===== config.mk =====
export PLATFORM = sky130hd
export DESIGN_NAME = vau_front
export DESIGN_NICKNAME = d
export VERILOG_FILES = /design/src/design/vau_pkg.sv /design/src/design/vau_front.sv
export SDC_FILE = /design/constraint.sdc
export NUM_CORES = 1
export LEC_CHECK = 0
export ABC_AREA = 1
export BUFFER_PORTS_ARGS = -buffer_cell sky130_fd_sc_hd__buf_2
export CORE_ASPECT_RATIO = 2
export CORE_UTILIZATION = 57
export CTS_CLUSTER_DIAMETER = 100
export DETAILED_ROUTE_END_ITERATION = 10
export PLACE_DENSITY_LB_ADDON = 0.1
export SLEW_MARGIN = 10
export SYNTH_ARGS = -nofsm -noshare
export SYNTH_HDL_FRONTEND = slang
export SYNTH_SLANG_ARGS = --single-unit

===== constraint.sdc =====
create_clock -name clk -period 18.1 [get_ports clk]
set_input_delay 3.62 -clock clk [delete_from_list [all_inputs] [get_ports clk]]
set_output_delay 3.62 -clock clk [all_outputs]
set_load 0.1 [all_outputs]

===== src/design/vau_pkg.sv =====
// Shared types and constants for the three-component vector ALU.
package vau_pkg;

  localparam int FRAC_BITS  = 16;
  localparam int NUM_W      = 32 + FRAC_BITS;
  localparam int ROOT_STEPS = 32;
  localparam int STEP_W     = $clog2(NUM_W + 1);

  localparam int FQ_DEPTH = 4;
  localparam int FQ_PTR_W = $clog2(FQ_DEPTH);
  localparam int FQ_CNT_W = $clog2(FQ_DEPTH + 1);
  localparam int OQ_DEPTH = 2;
  localparam int OQ_PTR_W = $clog2(OQ_DEPTH);
  localparam int OQ_CNT_W = $clog2(OQ_DEPTH + 1);

  localparam logic [2:0] OP_ADD   = 3'd0;
  localparam logic [2:0] OP_SUB   = 3'd1;
  localparam logic [2:0] OP_SCALE = 3'd2;
  localparam logic [2:0] OP_DOT   = 3'd3;
  localparam logic [2:0] OP_CROSS = 3'd4;
  localparam logic [2:0] OP_LEN   = 3'd5;
  localparam logic [2:0] OP_NORM  = 3'd6;

  localparam logic [1:0] STAT_OK   = 2'd0;
  localparam logic [1:0] STAT_SAT  = 2'd1;
  localparam logic [1:0] STAT_DIVZ = 2'd2;

  localparam logic signed [31:0] SAT_MAX = 32'sh7FFF_FFFF;
  localparam logic signed [31:0] SAT_MIN = 32'sh8000_0000;

  typedef struct packed {
    logic [2:0]         operation;
    logic signed [31:0] a_x;
    logic signed [31:0] a_y;
    logic signed [31:0] a_z;
    logic signed [31:0] b_x;
    logic signed [31:0] b_y;
    logic signed [31:0] b_z;
    logic signed [31:0] scale_factor;
  } vau_item_t;

  typedef struct packed {
    logic signed [31:0] r_x;
    logic signed [31:0] r_y;
    logic signed [31:0] r_z;
    logic signed [31:0] scalar_result;
    logic [1:0]         status;
  } vau_result_t;

  typedef struct packed {
    vau_item_t item;
    logic      slow;
  } vau_job_t;

  typedef struct packed {
    logic               done;
    logic [31:0]        len;
    logic [NUM_W-1:0]   q_x;
    logic [NUM_W-1:0]   q_y;
    logic [NUM_W-1:0]   q_z;
    logic [2:0]         neg;
  } vau_root_t;

  typedef struct packed {
    logic               sat;
    logic signed [31:0] value;
  } vau_sat_t;

endpackage


===== src/design/vau_front.sv =====
// Front end: accept items, tag slow operations, and queue them for the back end.
module vau_front import vau_pkg::*; (
  input  logic      clk,
  input  logic      rst,
  input  logic      push,
  output logic      full,
  input  vau_item_t item,
  output logic      job_valid,
  output vau_job_t  job,
  input  logic      take
);

  vau_job_t              fq [FQ_DEPTH];
  logic [FQ_PTR_W-1:0]   wr_ptr;
  logic [FQ_PTR_W-1:0]   rd_ptr;
  logic [FQ_CNT_W-1:0]   cnt;
  logic                  wr_en;
  logic                  rd_en;
  logic                  slow;

  always_comb begin
    unique case (item.operation) inside
      OP_LEN, OP_NORM: slow = 1'b1;
      default:         slow = 1'b0;
    endcase
  end

  assign full      = (cnt == FQ_CNT_W'(FQ_DEPTH));
  assign job_valid = (cnt != '0);
  assign job       = fq[rd_ptr];
  assign wr_en     = push && !full;
  assign rd_en     = take && job_valid;

  always_ff @(posedge clk) begin
    if (wr_en) begin
      fq[wr_ptr] <= '{item: item, slow: slow};
    end
  end

  always_ff @(posedge clk) begin
    if (rst) begin
      wr_ptr <= '0;
      rd_ptr <= '0;
      cnt    <= '0;
    end else begin
      if (wr_en) begin
        wr_ptr <= wr_ptr + 1'b1;
      end
      if (rd_en) begin
        rd_ptr <= rd_ptr + 1'b1;
      end
      cnt <= cnt + FQ_CNT_W'(wr_en) - FQ_CNT_W'(rd_en);
    end
  end

  a_fq_bound: assert property (@(posedge clk) disable iff (rst)
    cnt <= FQ_CNT_W'(FQ_DEPTH))
    else $error("front queue count out of range");

endmodule


# Yosys cells after proc, flatten, opt, wreduce, memory -nomap -nowiden
# Memories as Yosys holds them, arrays and structs flattened. A register that Yosys moved wholly into a read port is not among the register bits.
# Cells that the tools add are included.
# totals
ff_bits,7
ramBits,912
inputBits,231
elab_cells,21
n_memories,1
# classes
add_sub_neg,4
n_eq_ne,3
n_mux,5
reduce_logical,5
# memory_table
memory,words,width,read_ports,rd_clocked_by_memory_dff,wr,line,rtl
fq,4,228,1,1,1,vau_front.sv:13,vau_job_t fq [FQ_DEPTH];
# ops
operator,count
equality test 3 bit (second input constant),3
adder 2 x 1 -> 2 bit (second input constant),2
two-way mux 2 bit,2
adder 3 x 1 -> 3 bit,1
two-way mux 1 bit,3
nonzero test 3 bit,1
subtractor 3 x 1 -> 3 bit,1
logical AND 1 bit,2
OR reduction 2 bit,1
zero test 1 bit,1

# Depth between registers and ports, before layout
# logic_depth
ltp_word,5
depth_mapped,10
ltp_nobuf,10

# Least setup slack after synthesis
# Ideal clock, no wire load.
# synth_timing
path_kind,input to register
from,input push
to,"memory fq[0][0] (netlist bit), enable pin"
setup_time_ns,0.821
arrival_ns,13.185
required_time_ns,17.279
slack_ns,4.094
stages,2
path_cell_list,nand2_1 > nor2_1
# synth_between
elab_chain_cells,3
# synth_lines
element,line,rtl
"start, declared",vau_front.sv:5,"input logic push,"
logical AND 1 bit,vau_front.sv:31,assign wr_en = push && !full;
two-way mux 1 bit,vau_front.sv:35,if (wr_en) begin
two-way mux 1 bit (implied by the code),vau_front.sv:36,"fq[wr_ptr] <= '{item: item, slow: slow};"
"end, declared",vau_front.sv:13,
# No other way between the ends.

==> out/qor.tcl <==
set qor(detail_route.vias_per_cell) 5.866
set qor(clock_period_minus_final_worst_setup_slack_ns) 7.898
set qor(final_cell_count_no_fill) 3517
set qor(worst_ep_required_time_ns) 14.48
set qor(status) {finished clean}
set qor(max_clock_freq_mhz) 126.6
set qor(p_int_mw) 3.848
set qor(io_buffer_count) 460
set qor(final_count_of_hold_timing_violations) 0
set qor(grt_antenna_before_repair) 26
set qor(fin_nets) 2918
set qor(grt_max_degree) 243
set qor(end_of_flow_core_utilization) 0.6635
set qor(grt_pass1_wl_um) 117400
set qor(hold_class) {flip-flop to flip-flop}
set qor(first_iter_violations) 1716
set qor(worstReg2RegStart) {cnt[1]$_SDFF_PP0_}
set qor(grt_pass1_vias) 20410
set qor(end_of_the_worst_hold_path) {rd_ptr[0]$_SDFFE_PP0P_}
set qor(route.vias.total) 20630
set qor(cts_num_sinks) 921
set qor(route.final.wire_length_um) 78720
set qor(start_util) 0.5772
set qor(post-cts-setup-buffers) 0
set qor(synth_ff_type) {edfxtp_1}
set qor(cts_resized) 0
set qor(switchingPower_mw) 3.226
set qor(ys_ff_latch) 921
set qor(synth-compound-area-share) 0.1101
set qor(leakagePower_nw) 13.54
set qor(clock_latency_ns) 0.59
set qor(globalRoute.totalOverflow) 0
set qor(placedInstanceArea_um2) 36810
set qor(cp_data_arrival_time_ns) 4.28
set qor(antenna_left) 0
set qor(post_cts_hold_buffer_count) 0
set qor(vdd.ir_drop.worst_uv) 146.2
set qor(fraction_of_registers_with_async_set_reset) 0
set qor(grt_setup_unrepaired) {no}
set qor(remaining_drc_errors) 0
set qor(synth_mux_area_frac) 0
set qor(cts_buf_count) 76
set qor(numPlacedInstances) 3370
set qor(mappedNetlistArea_um2) 34130
set qor(final_min_period_over_clock_period) 0.4363
set qor(pwr_density_cell_nw_per_um2) 180.4
set qor(finalInstanceArea_um2) 39220
set qor(tns_setup_ns) 0
set qor(synth.area.top_cells) {edfxtp_1, o21ai_0, nor2_1, o22ai_1, o21ai_1}
set qor(hold_start) {rd_ptr[0]$_SDFFE_PP0P_}
set qor(post-synth-top-area-cell) {edfxtp_1}
set qor(area_growth_syn_to_layout_pct) 14.94
set qor(timing.hold.worst_path_depth) 2
set qor(clock_network_power_share) 0.225
set qor(crit_fanout) 86
set qor(comb_power_frac) 0.398
set qor(final.setup_skew_ns) 0.01403
set qor(yosys.area_share.simple) 0.05335
set qor(setup.worst_path.start_class) {flip-flop}
set qor(layout-drive-gt1-share) 0.2163
set qor(dp_slack_ns) 10.71
set qor(r2r.worst_path.cells) 7
set qor(wire_per_inst_um) 22.38
set qor(fp.dieArea_um2) 60910
set qor(setup.worst_path.class) {flip-flop to output port}
set qor(synth-edff-count) 912
set qor(synthesis.nets) 2511
set qor(final-max-slew-violation-count) 0
set qor(max_slew.worst_pin.slew_ns) 1.253
set qor(placeableCoreArea_um2) 59120
set qor(dp.final_hpwl_um) 44530
set qor(tritoncts) {done}
set qor(timing.max_slew.rel_slack) 0.1645
set qor(yosys.cell_types.count) 19
set qor(dr.pass1.iters) 5
set qor(seqPwrFrac) 0.377
set qor(global_placer_s_final_weighted_congestion) 0.7721
set qor(worstReg2RegEnd) {fq[1][84]$_DFFE_PP_}
set qor(final_critical_path_setup_slack_ns) 10.20
set qor(switching_share) 0.4561
set qor(postSynthCellCount) 2273
set qor(filler_cell_count) 4233
set qor(whs_ns) 0.5403
set qor(htree_levels) 3
set qor(power.total_mw) 7.075
set qor(dominant_combinational_cell_family_by_area_after_synthesis) {compound AO/OA/AOI/OAI gates}
set qor(timing.final.setup_violations) 0
set qor(synthAdderAreaFrac) 0.002786
set qor(placementRows) 126
set qor(ios) 461
set qor(synth_top_cell_area_share) 0.8025
set qor(yosysWarnings) 0
set qor(timing.max_cap.violations) 0
set qor(max_clock_buf_depth) 3
set qor(clock_transition_time_at_the_flip_flop_clock_pins_of_the_worst_setup_and_hold_paths_ns) 0.06
set qor(grt.total_usage) 0.2546
set qor(synth_area_per_cell_um2) 15.01
set qor(seq_total_area_yosys) 0.8078
set qor(worst_r2r_setup_slack_ns) 14.07
set qor(chipHeight_um) 348.0
set qor(dieWidth_um) 175.0
set qor(synth_xor_xnor_area_share) 0
set qor(end_kind) {output port}
set qor(clock_tree.root_cell) {clkbuf_16}
[layout make-up]
type / instances / area [µm²] / share of cell area
Tap cell: 768 / 960.9 / 0.02450
Clock inverter: 43 / 357.8 / 0.009123
Inverter: 17 / 81.33 / 0.002073
Timing Repair Buffer: 480 / 2490 / 0.06348
Sequential cell: 921 / 27570 / 0.7030
Clock buffer: 92 / 2026 / 0.05164
Antenna cell: 12 / 30.03 / 0.0007656
Multi-Input combinational cell: 1184 / 5704 / 0.1454
[worst max-delay path by stage]
stage	from	end	slack [ns]	cells after the start
global placement	flip-flop	job[161]	10.77	5
global route	flip-flop	job[161]	9.91	5
CTS	flip-flop	job[161]	10.07	5
floorplan	push	fq[0][0]$_DFFE_PP_	4.09	2
detailed placement	flip-flop	job[161]	10.71	5
finish	flip-flop	job[86]	10.20	5
[synthesized netlist by cell type, types with 3 or more instances]
| library cell | count |
|---|---|
| dfxtp_1 | 9 |
| nor2_1 | 469 |
| clkbuf_1 | 69 |
| edfxtp_1 | 912 |
| buf_4 | 15 |
| buf_6 | 18 |
| inv_1 | 16 |
| o21ai_0 | 388 |
| o21ai_1 | 70 |
| a21oi_1 | 5 |
| buf_2 | 45 |
| o22ai_1 | 228 |
| nand3_1 | 3 |
| clkbuf_2 | 4 |
| nand2_1 | 12 |
| ha_1 | 6 |
[power groups by stage]
stage / logic (mW) / registers [mW] / clock network, mW
after global routing: 2.92 / 2.69 / 1.70
after floorplan: 2.33 / 2.77 / 0
after CTS: 2.83 / 2.67 / 1.62
after detailed placement: 2.82 / 2.72 / 0
after global placement: 2.79 / 2.70 / 0
final: 2.82 / 2.67 / 1.59
[critical path, cell delays in order, from the launching register on]
cell     delay (ns)
dfxtp_4        0.96
buf_4          0.77
buf_4          0.80
o21ai_0        0.21
o22ai_1        0.27
buf_2          0.50
[flip-flops by register name, indices dropped and copies added (netlist names), named ones only]
register and count:
cnt 3, fq 912, rd_ptr 2, wr_ptr 2
[cells by family after synthesis]
logic type	count (synthesis)
buffers and inverters	168
AND/OR/NAND/NOR	484
adder cells (fa/ha/maj)	7
AO/OA/AOI/OAI	693
flip-flops	921
[layout by cell type, fill, tap and decap left out, drive strengths merged]
master    count
edfxtp      912
buf         480
nor2        469
o21ai       458
o22ai       228
clkbuf       92
clkinv       34
inv          17
diode        12
nand2        12
dfxtp         9
ha            6
bufinv        6
a21oi         5
nand3         3
clkinvlp      3
a21boi        2
fa            1
[routing by layer]
layer / part of all wire / global-route usage / vias up
li1: - / - / 9420
met1: 0.38 / 0.3130 / 10250
met2: 0.50 / 0.4306 / 791
met3: 0.092 / 0.07582 / 139
met4: 0.027 / 0.08287 / 26
met5: 0.0018 / 0 / -
No activity file was read; power rests on OpenSTA's default activity.
